`src/hw/rtl/trsm_pkg.sv`:
```
// Shared types and constants for the tilt-rotor servo mixer.
// No dependencies; every other RTL file of the block imports this package.
`default_nettype none

package trsm_pkg;

   // Fraction bits of the stored conversion position (8 to 24).
   localparam int POSITION_FRACTION_BITS = 16;

   localparam int STICK_W  = 11;
   localparam int DRIVE_W  = 24;
   localparam int LEVEL_W  = 10;
   localparam int SERVO_W  = 12;
   localparam int PULSE_W  = 11;
   localparam int CORR_W   = 9;

   // The position holds 11 integer bits; a distance inside the span needs 9.
   localparam int POS_W    = 11 + POSITION_FRACTION_BITS;
   localparam int DELTA_W  = 9 + POSITION_FRACTION_BITS;

   localparam int HOVER_POS     = 1100;
   localparam int FORWARD_POS   = 1500;
   localparam int STICK_LIMIT   = 100;
   localparam int LEVEL_MAX     = 1000;
   localparam int ROLL_LIMIT    = 250;
   localparam int YAW_LIMIT     = 166;
   localparam int PULSE_LOW     = 1000;
   localparam int PULSE_HIGH    = 2000;
   localparam int SERVO_MIN     = 584;
   localparam int SERVO_MAX     = 2416;

   localparam logic [POS_W-1:0] HOVER_Q   = POS_W'(HOVER_POS) << POSITION_FRACTION_BITS;
   localparam logic [POS_W-1:0] FORWARD_Q = POS_W'(FORWARD_POS) << POSITION_FRACTION_BITS;

   // Easing divides the distance to the target by this constant.
   localparam int DIVISOR  = 100;
   localparam int REM_W    = $clog2(DIVISOR);

   // Serial multiplier geometry: the weight is at most 20 * 1000.
   localparam int WEIGHT_W   = 15;
   localparam int PROD_W     = DRIVE_W + WEIGHT_W;
   localparam int DRIVE_FRAC = 12;
   localparam int SCALED_W   = PROD_W - DRIVE_FRAC;

   localparam int CNT_W = $clog2(DELTA_W + WEIGHT_W);

   typedef struct packed {
      logic signed [STICK_W-1:0] stick_command;
      logic signed [DRIVE_W-1:0] roll_drive;
      logic signed [DRIVE_W-1:0] pitch_drive;
      logic signed [DRIVE_W-1:0] yaw_drive;
   } req_type;

   typedef struct packed {
      logic [LEVEL_W-1:0] conversion_level;
      logic [SERVO_W-1:0] servo_one;
      logic [SERVO_W-1:0] servo_two;
      logic [SERVO_W-1:0] servo_three;
      logic [SERVO_W-1:0] servo_four;
   } rsp_type;

   // Sequencer commands to a serial arithmetic unit.
   typedef struct packed {
      logic load;
      logic step;
   } serial_ctl_type;

endpackage

`default_nettype wire

```
`src/hw/rtl/tilt_rotor_servo_mixer.sv`:
```
// Top level of the tilt-rotor conversion tracker and servo mixer.
// Depends on trsm_pkg, trsm_serial_div and trsm_serial_mul.
//
//   Channel  Direction  Ports                          Word
//   request  in         req_valid, req_stall, req_word  stick and three drives
//   response out        rsp_valid, rsp_stall, rsp_word  level and four servo widths
//
// One word is worked on at a time. A dead-band word passes through the level,
// load, multiply, round and mix states before the next acceptance; a word that
// moves the position first passes through the one-bit-per-cycle divider that
// eases the position and the update state; the multipliers are serial.
// Reset sets the position to hover (1100.0) and empties the response register.
// A waiting response does not block the next word; only the final mixing step
// waits for the response register to drain.
`default_nettype none

module tilt_rotor_servo_mixer
   import trsm_pkg::*;
(
   input  wire logic    clock,
   input  wire logic    reset,
   input  wire logic    req_valid,
   output logic         req_stall,
   input  wire req_type req_word,
   output logic         rsp_valid,
   input  wire logic    rsp_stall,
   output rsp_type      rsp_word
);

   localparam logic [2:0] ST_IDLE  = 3'd0;
   localparam logic [2:0] ST_DIV   = 3'd1;
   localparam logic [2:0] ST_UPD   = 3'd2;
   localparam logic [2:0] ST_LEVEL = 3'd3;
   localparam logic [2:0] ST_LOAD  = 3'd4;
   localparam logic [2:0] ST_MUL   = 3'd5;
   localparam logic [2:0] ST_ROUND = 3'd6;
   localparam logic [2:0] ST_MIX   = 3'd7;

   localparam int UP_W = DELTA_W + 4 - (POSITION_FRACTION_BITS + 1);
   localparam logic [DELTA_W+3:0] ROUND_ADD =
      (DELTA_W+4)'((64'd1 << (POSITION_FRACTION_BITS + 1)) - 64'd1);

   // Q12 product back to an integer, rounding toward zero.
   function automatic logic signed [SCALED_W-1:0] q12_trunc(
      input logic signed [PROD_W-1:0] p);
      logic signed [SCALED_W-1:0] fl;
      logic                       frac_nz;
      fl      = p[PROD_W-1:DRIVE_FRAC];
      frac_nz = |p[DRIVE_FRAC-1:0];
      return (p[PROD_W-1] && frac_nz) ? fl + SCALED_W'(1) : fl;
   endfunction

   function automatic logic signed [CORR_W-1:0] clamp_sym(
      input logic signed [SCALED_W-1:0] v,
      input int                         lim);
      logic signed [CORR_W-1:0] r;
      if (v > lim)       r = CORR_W'(lim);
      else if (v < -lim) r = CORR_W'(-lim);
      else               r = v[CORR_W-1:0];
      return r;
   endfunction

   // One servo lane: clamp the base plus or minus pitch, subtract roll, add yaw.
   function automatic logic [SERVO_W-1:0] mix_lane(
      input logic        [PULSE_W-1:0]  base,
      input logic signed [SCALED_W-1:0] pitch,
      input logic                       negate,
      input logic signed [CORR_W-1:0]   roll,
      input logic signed [CORR_W-1:0]   yaw);
      logic signed [SCALED_W:0]  pe;
      logic signed [SCALED_W:0]  t;
      logic        [PULSE_W-1:0] s;
      logic signed [SERVO_W:0]   v;
      pe = (SCALED_W+1)'(pitch);
      t  = $signed({{(SCALED_W+1-PULSE_W){1'b0}}, base}) + (negate ? -pe : pe);
      if (t < PULSE_LOW)       s = PULSE_W'(PULSE_LOW);
      else if (t > PULSE_HIGH) s = PULSE_W'(PULSE_HIGH);
      else                     s = t[PULSE_W-1:0];
      v = $signed({2'b00, s}) - (SERVO_W+1)'(roll) + (SERVO_W+1)'(yaw);
      return v[SERVO_W-1:0];
   endfunction

   logic [2:0]                  state_ff, state_in;
   logic [CNT_W-1:0]            cnt_ff, cnt_in;
   logic                        dir_up_ff, dir_up_in;
   logic [POS_W-1:0]            pos_ff, pos_in;
   req_type                     word_ff, word_in;
   logic [LEVEL_W-1:0]          level_ff, level_in;
   logic signed [CORR_W-1:0]    roll_ff, roll_in;
   logic signed [CORR_W-1:0]    yaw_ff, yaw_in;
   logic signed [SCALED_W-1:0]  pitch_ff, pitch_in;
   logic                        rsp_valid_ff, rsp_valid_in;
   rsp_type                     rsp_word_ff, rsp_word_in;

   logic                        req_accept;
   logic                        stick_up, stick_down;
   logic [DELTA_W-1:0]          div_dividend, quotient;
   serial_ctl_type              div_ctl, mul_ctl;

   logic [DELTA_W-1:0]          fwd_gap;
   logic [DELTA_W+2:0]          dist_x5;
   logic [DELTA_W+3:0]          dist_round;
   logic [UP_W-1:0]             up;
   logic [LEVEL_W-1:0]          level_calc;
   logic [WEIGHT_W-1:0]         weight_tilt, weight_yaw;
   logic signed [PROD_W-1:0]    roll_prod, pitch_prod, yaw_prod;
   logic [PULSE_W-1:0]          base_low, base_high;

   assign req_stall  = state_ff != ST_IDLE;
   assign req_accept = req_valid && !req_stall;
   assign stick_up   = req_word.stick_command > STICK_LIMIT;
   assign stick_down = req_word.stick_command < -STICK_LIMIT;

   // Distance to the chosen target; the position never leaves the span.
   assign div_dividend = stick_up ? DELTA_W'(FORWARD_Q - pos_ff)
                                  : DELTA_W'(pos_ff - HOVER_Q);

   // Level is 1000 minus the rounded-up distance to forward flight times 2.5.
   always_comb begin
      fwd_gap    = DELTA_W'(FORWARD_Q - pos_ff);
      dist_x5    = {fwd_gap, 2'b00} + (DELTA_W+3)'(fwd_gap);
      dist_round = (DELTA_W+4)'(dist_x5) + ROUND_ADD;
      up         = dist_round[DELTA_W+3:POSITION_FRACTION_BITS+1];
      if (pos_ff < HOVER_Q)
         level_calc = '0;
      else if (pos_ff > FORWARD_Q)
         level_calc = LEVEL_W'(LEVEL_MAX);
      else if (up > UP_W'(LEVEL_MAX))
         level_calc = '0;
      else
         level_calc = LEVEL_W'(UP_W'(LEVEL_MAX) - up);
   end

   // Tilt weight (1000 - level) * 2 and yaw weight level * 20.
   assign weight_tilt = WEIGHT_W'({LEVEL_W'(LEVEL_W'(LEVEL_MAX) - level_ff), 1'b0});
   assign weight_yaw  = WEIGHT_W'({level_ff, 4'b0000}) + WEIGHT_W'({level_ff, 2'b00});

   assign base_low  = PULSE_W'(PULSE_LOW) + PULSE_W'(level_ff);
   assign base_high = PULSE_W'(PULSE_HIGH) - PULSE_W'(level_ff);

   trsm_serial_div u_div (
      .clock    (clock),
      .ctl      (div_ctl),
      .dividend (div_dividend),
      .quotient (quotient)
   );

   trsm_serial_mul u_mul_roll (
      .clock        (clock),
      .ctl          (mul_ctl),
      .multiplicand (word_ff.roll_drive),
      .weight       (weight_tilt),
      .product      (roll_prod)
   );

   trsm_serial_mul u_mul_pitch (
      .clock        (clock),
      .ctl          (mul_ctl),
      .multiplicand (word_ff.pitch_drive),
      .weight       (weight_tilt),
      .product      (pitch_prod)
   );

   trsm_serial_mul u_mul_yaw (
      .clock        (clock),
      .ctl          (mul_ctl),
      .multiplicand (word_ff.yaw_drive),
      .weight       (weight_yaw),
      .product      (yaw_prod)
   );

   // Sequencer: ease the position if commanded, derive level, weight drives, mix.
   always_comb begin
      state_in     = state_ff;
      cnt_in       = cnt_ff;
      dir_up_in    = dir_up_ff;
      pos_in       = pos_ff;
      word_in      = word_ff;
      level_in     = level_ff;
      roll_in      = roll_ff;
      yaw_in       = yaw_ff;
      pitch_in     = pitch_ff;
      rsp_word_in  = rsp_word_ff;
      rsp_valid_in = rsp_valid_ff && rsp_stall;
      div_ctl      = '0;
      mul_ctl      = '0;

      case (state_ff)
         ST_IDLE: begin
            if (req_accept) begin
               word_in      = req_word;
               dir_up_in    = stick_up;
               cnt_in       = '0;
               div_ctl.load = 1'b1;
               state_in     = (stick_up || stick_down) ? ST_DIV : ST_LEVEL;
            end
         end
         ST_DIV: begin
            div_ctl.step = 1'b1;
            cnt_in       = cnt_ff + CNT_W'(1);
            if (cnt_ff == CNT_W'(DELTA_W - 1)) begin
               state_in = ST_UPD;
            end
         end
         ST_UPD: begin
            pos_in   = dir_up_ff ? pos_ff + POS_W'(quotient) : pos_ff - POS_W'(quotient);
            state_in = ST_LEVEL;
         end
         ST_LEVEL: begin
            level_in = level_calc;
            state_in = ST_LOAD;
         end
         ST_LOAD: begin
            mul_ctl.load = 1'b1;
            cnt_in       = '0;
            state_in     = ST_MUL;
         end
         ST_MUL: begin
            mul_ctl.step = 1'b1;
            cnt_in       = cnt_ff + CNT_W'(1);
            if (cnt_ff == CNT_W'(WEIGHT_W - 1)) begin
               state_in = ST_ROUND;
            end
         end
         ST_ROUND: begin
            roll_in  = clamp_sym(q12_trunc(roll_prod), ROLL_LIMIT);
            yaw_in   = clamp_sym(q12_trunc(yaw_prod), YAW_LIMIT);
            pitch_in = q12_trunc(pitch_prod);
            state_in = ST_MIX;
         end
         ST_MIX: begin
            // Waits only while the previous response is still held.
            if (!rsp_valid_ff || !rsp_stall) begin
               rsp_word_in.conversion_level = level_ff;
               rsp_word_in.servo_one   = mix_lane(base_low,  pitch_ff, 1'b0, roll_ff, yaw_ff);
               rsp_word_in.servo_two   = mix_lane(base_high, pitch_ff, 1'b0, roll_ff, yaw_ff);
               rsp_word_in.servo_three = mix_lane(base_high, pitch_ff, 1'b1, roll_ff, yaw_ff);
               rsp_word_in.servo_four  = mix_lane(base_low,  pitch_ff, 1'b1, roll_ff, yaw_ff);
               rsp_valid_in = 1'b1;
               state_in     = ST_IDLE;
            end
         end
         default: begin
            state_in = ST_IDLE;
         end
      endcase
   end

   always_ff @(posedge clock) begin
      if (reset) begin
         state_ff     <= ST_IDLE;
         cnt_ff       <= '0;
         dir_up_ff    <= 1'b0;
         pos_ff       <= HOVER_Q;
         rsp_valid_ff <= 1'b0;
      end else begin
         state_ff     <= state_in;
         cnt_ff       <= cnt_in;
         dir_up_ff    <= dir_up_in;
         pos_ff       <= pos_in;
         rsp_valid_ff <= rsp_valid_in;
      end
   end

   always_ff @(posedge clock) begin
      word_ff     <= word_in;
      level_ff    <= level_in;
      roll_ff     <= roll_in;
      yaw_ff      <= yaw_in;
      pitch_ff    <= pitch_in;
      rsp_word_ff <= rsp_word_in;
   end

   assign rsp_valid = rsp_valid_ff;
   assign rsp_word  = rsp_word_ff;

`ifndef SYNTHESIS
   // Easing never carries the position past either end of its span.
   a_pos_in_span: assert property (@(posedge clock) disable iff (reset)
      pos_ff >= HOVER_Q && pos_ff <= FORWARD_Q)
      else $error("conversion position left its span");

   // A stick inside the dead band leaves the position alone for the whole word.
   a_dead_band_holds: assert property (@(posedge clock) disable iff (reset)
      req_accept && !stick_up && !stick_down |=> state_ff == ST_LEVEL && $stable(pos_ff))
      else $error("dead-band word changed the position");

   // A held response is not overwritten by the mixing step.
   a_rsp_held: assert property (@(posedge clock) disable iff (reset)
      rsp_valid_ff && rsp_stall |=> rsp_valid_ff && $stable(rsp_word_ff))
      else $error("stalled response was overwritten");

   // Every response keeps its level and servos one and four in the mixer's ranges.
   a_rsp_range: assert property (@(posedge clock) disable iff (reset)
      rsp_valid_ff |-> rsp_word_ff.conversion_level <= LEVEL_MAX
                    && rsp_word_ff.servo_one >= SERVO_MIN
                    && rsp_word_ff.servo_one <= SERVO_MAX
                    && rsp_word_ff.servo_four >= SERVO_MIN
                    && rsp_word_ff.servo_four <= SERVO_MAX)
      else $error("response out of range");
`endif

endmodule

`default_nettype wire

```
`src/hw/rtl/trsm_serial_div.sv`:
```
// Bit-serial restoring divider by the constant DIVISOR, one quotient bit per cycle.
// Depends on trsm_pkg.
`default_nettype none

module trsm_serial_div
   import trsm_pkg::*;
(
   input  wire logic               clock,
   input  wire serial_ctl_type     ctl,
   input  wire logic [DELTA_W-1:0] dividend,
   output logic      [DELTA_W-1:0] quotient
);

   // Dividend bits leave at the top while quotient bits enter at the bottom.
   logic [DELTA_W-1:0] dq_ff, dq_in;
   logic [REM_W-1:0]   rem_ff, rem_in;
   logic [REM_W:0]     trial;
   logic               fits;

   always_comb begin
      trial  = {rem_ff, dq_ff[DELTA_W-1]};
      fits   = trial >= (REM_W+1)'(DIVISOR);
      dq_in  = dq_ff;
      rem_in = rem_ff;
      if (ctl.load) begin
         dq_in  = dividend;
         rem_in = '0;
      end else if (ctl.step) begin
         dq_in  = {dq_ff[DELTA_W-2:0], fits};
         rem_in = fits ? REM_W'(trial - (REM_W+1)'(DIVISOR)) : trial[REM_W-1:0];
      end
   end

   always_ff @(posedge clock) begin
      dq_ff  <= dq_in;
      rem_ff <= rem_in;
   end

   assign quotient = dq_ff;

endmodule

`default_nettype wire

```
`src/hw/rtl/trsm_serial_mul.sv`:
```
// Bit-serial signed-by-unsigned multiplier, one weight bit per cycle, LSB first.
// Depends on trsm_pkg.
`default_nettype none

module trsm_serial_mul
   import trsm_pkg::*;
(
   input  wire logic                       clock,
   input  wire serial_ctl_type             ctl,
   input  wire logic signed [DRIVE_W-1:0]  multiplicand,
   input  wire logic        [WEIGHT_W-1:0] weight,
   output logic signed      [PROD_W-1:0]   product
);

   // The low register starts as the weight and fills with product bits.
   logic signed [DRIVE_W-1:0] hi_ff, hi_in;
   logic [WEIGHT_W-1:0]       lo_ff, lo_in;
   logic signed [DRIVE_W:0]   sum;

   always_comb begin
      sum   = lo_ff[0] ? (DRIVE_W+1)'(hi_ff) + (DRIVE_W+1)'(multiplicand)
                       : (DRIVE_W+1)'(hi_ff);
      hi_in = hi_ff;
      lo_in = lo_ff;
      if (ctl.load) begin
         hi_in = '0;
         lo_in = weight;
      end else if (ctl.step) begin
         hi_in = sum[DRIVE_W:1];
         lo_in = {sum[0], lo_ff[WEIGHT_W-1:1]};
      end
   end

   always_ff @(posedge clock) begin
      hi_ff <= hi_in;
      lo_ff <= lo_in;
   end

   assign product = {hi_ff, lo_ff};

endmodule

`default_nettype wire
```
`config.mk`:
```
export PLATFORM = sky130hd
export DESIGN_NAME = tilt_rotor_servo_mixer
export DESIGN_NICKNAME = d
export VERILOG_FILES = /design/src/hw/rtl/trsm_pkg.sv /design/src/hw/rtl/tilt_rotor_servo_mixer.sv /design/src/hw/rtl/trsm_serial_div.sv /design/src/hw/rtl/trsm_serial_mul.sv
export SDC_FILE = /design/constraint.sdc
export NUM_CORES = 1
export LEC_CHECK = 0
export ABC_AREA = 1
export BUFFER_PORTS_ARGS = -buffer_cell sky130_fd_sc_hd__buf_4
export CAP_MARGIN = 15
export CORE_ASPECT_RATIO = 0.7
export CORE_MARGIN = 5
export CORE_UTILIZATION = 60
export DETAILED_ROUTE_END_ITERATION = 10
export GPL_TIMING_DRIVEN = 0
export HOLD_SLACK_MARGIN = 0.12
export MAX_ROUTING_LAYER = met4
export PLACE_DENSITY = 0.89
export SLEW_MARGIN = 20
export SYNTH_ARGS = -nofsm -noshare
export SYNTH_HDL_FRONTEND = slang
export SYNTH_HIERARCHICAL = 1
export SYNTH_SLANG_ARGS = --single-unit
```
`constraint.sdc`:
```
create_clock -name clock -period 8.8 [get_ports clock]
set_input_delay 2.64 -clock clock [delete_from_list [all_inputs] [get_ports clock]]
set_output_delay 2.64 -clock clock [all_outputs]
set_load 0.01 [all_outputs]
```
Yosys cells after proc, flatten, opt, wreduce, memory -nomap -nowiden

Index checks and enable logic that the tools add are counted.

Register bits: 372
Word-level logic and storage cells: 177
Output and inout port bits: 60

Reductions and logical operators: 29
Magnitude comparators: 18
Multiplexer cells: 52
Equality and inequality tests: 13
$add $sub $neg: 32

Operators with widths:

| operator                                                     | count |
|---|---|
| two-way mux 11 bit                                           | 20 |
| > comparator 28 x 12 -> 1 bit, second input constant         | 4 |
| less-than comparator 28 x 11 -> 1 bit, second input constant | 4 |
| two-way mux 27 bit                                           | 4 |
| adder 27 x 2 -> 27 bit, second input constant                | 3 |
| adder 24 x 24 -> 25 bit                                      | 3 |
| two-way mux 25 bit                                           | 3 |
| two-way mux 24 bit                                           | 3 |
| adder 12 x 27 -> 28 bit                                      | 2 |
| adder 12 x 28 -> 28 bit                                      | 2 |
| > comparator 27 x 9 -> 1 bit, second input constant          | 2 |
| less-than comparator 27 x 9 -> 1 bit, second input constant  | 2 |
| adder 12 x 9 -> 12 bit                                       | 4 |
| subtractor 12 x 9 -> 12 bit                                  | 4 |
| OR reduction 12 bit                                          | 3 |
| two-way mux 15 bit                                           | 2 |
| adder 28 x 17 -> 29 bit, second input constant               | 1 |
| adder 27 x 25 -> 28 bit                                      | 1 |
| negation 27 -> 28 bit                                        | 1 |
| adder 27 x 25 -> 27 bit                                      | 1 |
| > comparator 27 bit, second input constant                   | 1 |
| less-than comparator 27 bit, second input constant           | 1 |
| subtractor 27 x 25 -> 27 bit                                 | 1 |
| subtractor 25 x 23 -> 25 bit, second input constant          | 1 |
| 36 further kinds                                             | 71 |

Depth between registers and ports, before layout

Gate-level depths: netlist of the first run.

Depth after elaboration: 9
Depth in mapped cells: 46
Mapped depth without buffers: 46

Hierarchy

Netlist of the first run, hierarchy kept.

Modules (own cells, without submodules):

| module                             | cells an instance | area each (um2) | instances |
|---|---|---|---|
| tilt_rotor_servo_mixer             | 3,261             | 23,372.4        | 1 |
| trsm_serial_mul at u_mul_pitch ... | 597               | 3,513.4         | 2 |
| trsm_serial_mul at u_mul_roll      | 596               | 3,500.9         | 1 |
| trsm_serial_div                    | 166               | 1,480.2         | 1 |

Least setup slack after synthesis of the first run

OpenSTA, ideal clock, no wires.

Path kind: input-to-reg
Start point: in req_valid
End point: reg u_div.dq_ff[0] (netlist: u_div/quotient[0]) (enable)
Arrival: 6,761 ps
Setup slack: 1,656 ps
Setup time: 383 ps
Buffers on the path: 1
Stages on the path: 5
Cell sequence: inv_1 -> nor2_1 -> buf_6 -> nor2_1 -> inv_1

RTL lines:

| what                 | line                         | RTL |
|---|---|---|
| from (decl)          | tilt_rotor_servo_mixer.sv:22 | `input wire logic req_valid,` |
| to (signal assigned) | trsm_serial_div.sv:35        | `dq_ff <= dq_in;` |
| to (decl)            | trsm_serial_div.sv:15        | `logic [DELTA_W-1:0] dq_ff, dq_in;` |

Final worst setup path of the first run

Start point: reg level_ff[1]
End point: reg rsp_word_ff (netlist bit rsp_word[34]) (data pin)

Longest elaborated chain between the ends: 9

RTL lines:

| what                             | line                          | RTL |
|---|---|---|
| from (decl)                      | tilt_rotor_servo_mixer.sv:88  | `logic [LEVEL_W-1:0] level_ff, level_in;` |
| from (signal assigned)           | tilt_rotor_servo_mixer.sv:267 | `level_ff <= level_in;` |
| subtractor 11 x 10 -> 11 bit (*) | tilt_rotor_servo_mixer.sv:139 | `assign base_high = PULSE_W'(PULSE_HIGH) - PULSE_W'(level_ff);` |
| adder 12 x 27 -> 28 bit (*)      | tilt_rotor_servo_mixer.sv:75  | `t = $signed({{(SCALED_W+1-PULSE_W){1'b0}}, base}) + (negate ? -pe : pe);` |
| > comparator 28 x 12 -> 1 bit    | tilt_rotor_servo_mixer.sv:77  | `else if (t > PULSE_HIGH) s = PULSE_W'(PULSE_HIGH);` |
| two-way mux 11 bit               | tilt_rotor_servo_mixer.sv:77  |  |
| two-way mux 11 bit (*)           | tilt_rotor_servo_mixer.sv:76  | `if (t < PULSE_LOW) s = PULSE_W'(PULSE_LOW);` |
| two-way mux 11 bit (*)           | tilt_rotor_servo_mixer.sv:233 | `if (!rsp_valid_ff \|\| !rsp_stall) begin` |
| two-way mux 11 bit (*)           | tilt_rotor_servo_mixer.sv:188 | `case (state_ff)` |
| subtractor 12 x 9 -> 12 bit (*)  | tilt_rotor_servo_mixer.sv:79  | `v = $signed({2'b00, s}) - (SERVO_W+1)'(roll) + (SERVO_W+1)'(yaw);` |
| adder 12 x 9 -> 12 bit (*)       | tilt_rotor_servo_mixer.sv:79  |  |
| to (signal assigned)             | tilt_rotor_servo_mixer.sv:271 | `rsp_word_ff <= rsp_word_in;` |
| to (decl)                        | tilt_rotor_servo_mixer.sv:93  | `rsp_type rsp_word_ff, rsp_word_in;` |

Mark *: on every way between the ends. The rest lies on a longest branch, timed or not. The select of a mux whose other input is x is not followed.
A chain may end at the register's enable or synchronous reset.

==> impl_results.md, run 1 <==
* Clk_skew at 0.0362 ns
* CTS tree: yes
* Critical Path Sink Type: flop
* M1 WL at 45,300 um
* Wire per inst at 16.2 um
* Clock transition at path regs at 0.06 ns
* Fraction of registers with async set/reset at 0%
* Wirelength, routed at 100,000 um
* Die width at 300 um
* CP arrival at 8.15 ns
* Synth Area in Compound Gates at 8.45%
* Die Y at 213 um
* Tcrit/Tclk final at 88.9%
* XOR/XNOR Fraction of Synth Area at 7.18%
* Worst min path class: reg -> reg
* Fmax at 0.128 GHz
* Met3 wire length at 11,600 um
* Most used cell, CP: nand2_1
* Worst-Skew Late Latency at 0.60 ns
* Die area at 0.0640 sq mm
* DRT iter0 DRCs at 3,999
* Synthesis-to-finish area growth at 10.1%
* Adder-cell share of the synthesized area at 12.4%
* Routability-driven placement congestion ratio at 1.03
* Residual DRC at 0
* Slowest CP cell: edfxtp_1
* Num CTS Buffers at 40
* Final TNS setup at 0 ns
* Max incr delay on CP at 0.59 ns
* Synth warn at 6
* Share of layout cells above drive strength 1 at 7.55%
* PortBufs at 145
* Core ar. at 0.0583 sq mm
* Top layer in use: met4
* Cells after synthesis at 5,217
* # Max-Cap Violations at 0
* Distinct cells, synth at 60
* Fin. Hold Viols at 0
* Post-CTS Setup Inserts at 0
* Syn avg cell area at 6.78 sq um
* Ports at 147
* Met2 WL at 41,400 um
* Cells after DPL at 6,142
* Vias in the first global route at 31,939
* Fin. max-slew vios at 0
* Post-DP HPWL at 81,400 um
* Starting Density at 60.7%
* CP Class: reg -> reg
* Drt via density at 5.61
* Post-synthesis simple-gate area fraction at 34.2%
* Peak VDD IR at 0.387 mV
* Filler cells at 5,142
* Final Critical Period at 7.82 ns
* Seq/Total Area, Yosys at 28.3%
* RSZ-0062 raised after global routing: no
* Pre-antenna DRT Iters at 6
* CTS sink count at 372
* Initial antenna violation count at 1
* Hold buffer count at CTS at 0
* Number of gates resized after CTS at 0
* Htree depth at 2
* CTS root buffer: clkbuf_16
* Clock Path Buffers at 3
* Post-synth EDFFs at 255
* Pin count of the biggest net entering global routing at 32
* Final Non-Filler Cells at 6,216
* Post-synthesis register bit count at 372
* Total GRT Usage at 31.6%
* Global route overflow at 0
* Critical-path maximum fanout at 9
* Ys flop type: edfxtp_1
* Power Dens Cells at 360 mW/mm^2
* Worst path required time at 9.13 ns
* Leakage at 19.1 nW
* Fin nets at 5,827
* Mux cell area share after synthesis at 0%
* FP Rows at 74
* Status: complete, no violations
* Final ANT Viol Nets at 0
* Worst setup SP type: flop
* Rel. slew slack at 26.6%
* Slew @ Worst Pin at 1.09 ns
* DR vias at 34,858
* Synth Cell Area at 0.0354 sq mm
* Hold_ws at 0.501 ns
* Final setup violation count at 0
* Largest family of logic cells by synthesized area: simple AND/OR/NAND/NOR gates
* First-pass GRT wire length at 161,000 um
==> synthesized netlist by cell type (20+ instances only) <==
cell,count,area [sq um]
nor2_2,39,244
nand3b_1,35,263
inv_1,775,2910
fa_1,57,1140
xor2_1,216,1890
nor2_1,509,1910
ha_1,259,3240
clkbuf_1,28,105
o21ai_0,185,926
edfxtp_1,255,7660
nor3_1,83,415
o21ai_1,20,100
buf_2,24,120
nand2_2,43,269
xnor2_1,72,631
dfxtp_1,117,2340
nand2_1,1609,6040
a21oi_1,251,1260
nand3_1,320,1600
nor4_1,29,181
nand4_1,89,557
==> through the flow <==
stage               area [sq um]  setup slack, ns  utilization, %  power [W]
floorplan                  35400             1.66               -    0.00988
global placement           37500           -0.380            64.2     0.0117
detailed placement         37600             1.24            64.5     0.0120
CTS                        39000             1.16            66.8     0.0138
global route               39000            0.587            66.8     0.0154
finish                     39000            0.979            66.8     0.0140
==> worst paths after layout <==
kind	endpoint	startpoint	depth (start not counted)	slack (ns)
max	rsp_word[34]	level_ff[1]	42	0.98
min	u_div/rem_ff[0]	u_div/rem_ff[0]	2	0.50
max reg2reg	rsp_word[34]	level_ff[1]	42	0.98
min reg2reg	u_div/rem_ff[0]	u_div/rem_ff[0]	2	0.50
==> layout by cell type, fill, tap and decap left out, types with 12 or more instances in the layout <==
cell type	instances
o21bai_1	15
a31oi_1	13
fa_1	57
nor2_1	507
inv_1	774
nor2_4	15
inv_2	19
o211ai_1	16
nand3b_1	35
dfxtp_1	117
nand3_2	17
a21oi_1	250
edfxtp_1	255
o21ai_1	20
clkbuf_1	33
xor2_1	216
xnor2_1	72
a21o_1	16
buf_4	153
nand2_2	43
nand2_1	1609
nand3_1	320
buf_2	24
nand4_1	89
conb_1	12
ha_1	259
nor4_1	29
o21ai_0	185
clkbuf_16	42
nor3_1	81
nor2_2	40
==> where the power goes <==
group	leakage (nW)	internal, W	switching (W)
combinational	15.1	0.00336	0.00606
clock	0.634	0.000926	0.000774
sequential	3.32	0.00242	0.000505
total	19.1	0.00670	0.00734
==> area by class of cell <==
cell class | instances | area (sq um) | area share, %
Clock inverter | 25 | 226 | 0.581
Sequential cell | 372 | 10000 | 25.7
Inverter | 798 | 3000 | 7.70
Antenna cell | 1 | 2.50 | 0.00642
Buffer | 67 | 357 | 0.915
Tap cell | 760 | 951 | 2.44
Multi-Input combinational cell | 3991 | 22100 | 56.7
Clock buffer | 48 | 1080 | 2.78
Timing Repair Buffer | 154 | 1240 | 3.19
==> critical path, delay by kind of cell, from the launching register on <==
family | cells | cell delay, ns
flip-flops | 1 | 0.59
AND/OR/NAND/NOR | 25 | 3.16
adder cells (fa/ha/maj) | 4 | 1.58
buffers and inverters | 5 | 0.68
XOR/XNOR | 1 | 0.14
AO/OA/AOI/OAI | 7 | 1.39
==> routing by layer <==
| metal | track usage (%) | vias up |
|---|---|---|
| li1 | - | 17227 |
| met1 | 45.6 | 15758 |
| met2 | 46.3 | 1715 |
| met3 | 6.49 | 158 |
| met4 | 6.88 | 0 |
| met5 | - | - |
==> cell families (layout without fill, tap and decap cells) <==
group,Yosys count,count (layout)
XOR/XNOR,289,289
AND/OR/NAND/NOR,2824,2824
AO/OA/AOI/OAI,550,550
other,1,13
buffers and inverters,865,1092
adder cells (fa/ha/maj),316,316
flip-flops,372,372
==> state kept, by name, summed over array words and instances, names as in the netlist, 7 cells and up <==
name and count:
roll_ff 9, u_div/quotient 25, word_ff 72, yaw_ff 9, u_mul_roll/hi_ff 24, pitch_ff 27
rsp_word 58, u_mul_pitch/lo_ff 15, u_div/rem_ff 7, u_mul_pitch/hi_ff 24, pos_ff 27, u_mul_yaw/lo_ff 15
level_ff 10, u_mul_roll/lo_ff 15, u_mul_yaw/hi_ff 24
Note: power is estimated with default switching activity, not from simulation.
==> run 2, diff against run 1 <==
- CELL_PAD_IN_SITES_DETAIL_PLACEMENT: not set -> 0
- CELL_PAD_IN_SITES_GLOBAL_PLACEMENT: not set -> 1
- CORE_UTILIZATION: 60 -> 46
- PLACE_DENSITY: 0.89 -> 0.93
==> impl_results.md, run 2 (synthesized netlist as in run 1, its figures left out) <==
* Status: complete, no violations
* Final setup violation count at 0 (unchanged)
* CP arrival at 8.23 ns (+0.08 ns)
* Clk network pwr share at 13.6% (+1.5 points)
* Synthesis-to-finish area growth at 11.6%
* Cells after DPL at 6,383 (+3.9%)
* Critical Path Sink Type: flop
* Hold Path Depth at 2 (unchanged)
* Htree depth at 2 (unchanged)
* Die area at 0.0826 sq mm (+29%)
* Die width at 341 um (+14%)
* Initial antenna violation count at 0 (-1)
* FP Rows at 85 (+15%)
* Routability-driven placement congestion ratio at 0.996 (-3.0%)
* Worst-Skew Late Latency at 0.60 ns (about the same)
* Starting Density at 46.2% (-14 points)
* Final Non-Filler Cells at 6,463 (+4.0%)
* Setup slack, reg-to-reg at 0.97 ns (about the same)
* Pre-CTS setup slack at 1.15 ns (-0.0819 ns)
* Global route overflow at 0 (unchanged)
* Vias in the first global route at 30,733 (-3.8%)
* Logic pwr share at 65.8% (-1.3 points)
* CP Class: reg -> reg
* First-pass GRT wire length at 164,000 um (+1.3%)
* Filler cells at 7,682 (+49%)
* Die Y at 242 um (+14%)
* RSZ-0062 raised after global routing: no
* Tcrit/Tclk final at 89.0% (+0.16 points)
* Pre-antenna DRT Iters at 5 (-1)
* P_int at 0.00688 W (+2.7%)
* RR Startpoint: level_ff[1]
* Rel. slew slack at 33.5% (+6.9 points)
* Worst Hold Launch: u_div/rem_ff[4]
* Worst setup SP type: flop
* Power Dens Cells at 360 mW/mm^2 (about the same)
* FF-to-FF path depth at 40 (-4.8%)
* DRT iter0 DRCs at 3,223 (-19%)
* Ports at 147 (unchanged)
* Worst min path class: reg -> reg
* Slew @ Worst Pin at 0.997 ns (-0.0953 ns)
* Fin nets at 5,831 (+0.069%)
* Post-DP HPWL at 84,700 um (+4.1%)
* Share of layout cells above drive strength 1 at 7.82% (+0.26 points)
* Wirelength, routed at 103,000 um (+2.5%)
* Final ANT Viol Nets at 0 (unchanged)
* Num CTS Buffers at 43 (+7.5%)
* Clock transition at path regs at 0.06 ns (about the same)
* Wire per inst at 15.9 um (-1.4%)
* Drt via density at 5.22 (-7.0%)
* Flop pwr share at 20.6% (-0.2 points)
* Max incr delay on CP at 0.74 ns (+0.15 ns)
* Pin count of the biggest net entering global routing at 32 (unchanged)
* Most frequent cells in the layout: nand2_1 (1,609), inv_1 (774), nor2_1 (507)
* Post-CTS Setup Inserts at 0 (unchanged)
* Core ar. at 0.0766 sq mm (+31%)
* Worst path required time at 9.20 ns (+0.07 ns)
* Total GRT Usage at 24.9% (-6.7 points)
* Most used cell, CP: nand2_1
* Fin. max-slew vios at 0 (unchanged)
* ANT cells at 0 (-1)
* # Max-Cap Violations at 0 (unchanged)
* Max reg flops at 72 (unchanged)
* Post-layout util at 51.5% (-15 points)
* Leakage at 19.2 nW (+0.55%)
* Switch share at 51.6% (-0.67 points)
* Slowest CP cell: o21ai_0
* Residual DRC at 0 (unchanged)
* Number of gates resized after CTS at 0 (unchanged)
* Clk_skew at 0.0166 ns (-0.0196 ns)
* DR vias at 33,714 (-3.3%)
* Final TNS setup at 0 ns (unchanged)
* Total power draw at 0.0142 W (+1.3%)
* Clock Path Buffers at 3 (unchanged)
* Critical-path maximum fanout at 9 (unchanged)
* CTS tree: yes
* Psw at 0.00734 W (about the same)
* R2r endpoint: rsp_word[34]
* Largest Register: word_ff
* PortBufs at 145 (unchanged)
* WHS Endpoint: u_div/rem_ff[4]
* Final worst slack at 0.965 ns (-0.0139 ns)
* Commonest non-fill, non-tap cell in the layout: nand2_1
* Hold buffer count at CTS at 0 (unchanged)
* Peak VDD IR at 0.414 mV (+7.0%)
* Fmax at 0.128 GHz (-0.18%)
* Final Critical Period at 7.83 ns (+0.0139 ns)
* Fin. Hold Viols at 0 (unchanged)
* CTS root buffer: clkbuf_16
* CTS sink count at 372 (unchanged)
run 2: through the flow:
stage / hold WS [ns] / cell area (sq um)
2_1_floorplan: 0.466 / 35400
3_3_place_gp: 0.481 / 37800
3_5_place_dp: 0.485 / 38000
4_1_cts: 0.497 / 39500
5_1_grt: 0.538 / 39500
6_report: 0.494 / 39500
run 2: power groups by stage:
| stage | clock (W) | sequential [W] | combinational, W |
|---|---|---|---|
| floorplan | 0 | 0.00274 | 0.00713 |
| CTS | 0.00199 | 0.00292 | 0.00924 |
| global route | 0.00205 | 0.00297 | 0.0107 |
| detailed placement | 0 | 0.00296 | 0.00917 |
| global placement | 0 | 0.00297 | 0.00903 |
| finish | 0.00194 | 0.00293 | 0.00935 |
run 2: worst max-delay path: cells and delay by family, from the launching register on:
kind / cells / cell delay (ns)
simple gates: 25 / 3.21
fa+ha+maj: 4 / 1.57
compound gates: 5 / 1.33
flops: 1 / 0.56
buf+inv: 5 / 0.70
xor+xnor: 1 / 0.26
run 2: how the worst max path moves through the flow:
stage                     cells after the start        start                  to  slack (ns)
final                                        40  level_ff[1]        rsp_word[34]        0.97
after global routing                         40  level_ff[1]        rsp_word[35]        0.28
after CTS                                    40  level_ff[1]        rsp_word[34]        1.10
after detailed placement                     40  level_ff[1]        rsp_word[34]        1.15
after global placement                        6    req_valid  u_div/quotient[24]       -0.56
after floorplan                               5    req_valid   u_div/quotient[0]        1.66
run 2: area by class of cell:
type | count | area, sq um | share of cell area, %
Buffer | 67 | 357 | 0.903
Clock buffer | 44 | 1080 | 2.74
Clock inverter | 36 | 439 | 1.11
Inverter | 798 | 3000 | 7.60
Multi-Input combinational cell | 3991 | 22100 | 56.0
Sequential cell | 372 | 10000 | 25.3
Tap cell | 1000 | 1250 | 3.17
Timing Repair Buffer | 155 | 1250 | 3.16
run 2: metal layers:
layer	vias up	share of wire, %	GRT usage (%)
met5	-	0	-
met4	0	1.5	4.32
met3	97	8.6	4.05
met2	1109	39	33.9
met1	15285	51	38.8
li1	17223	-	-
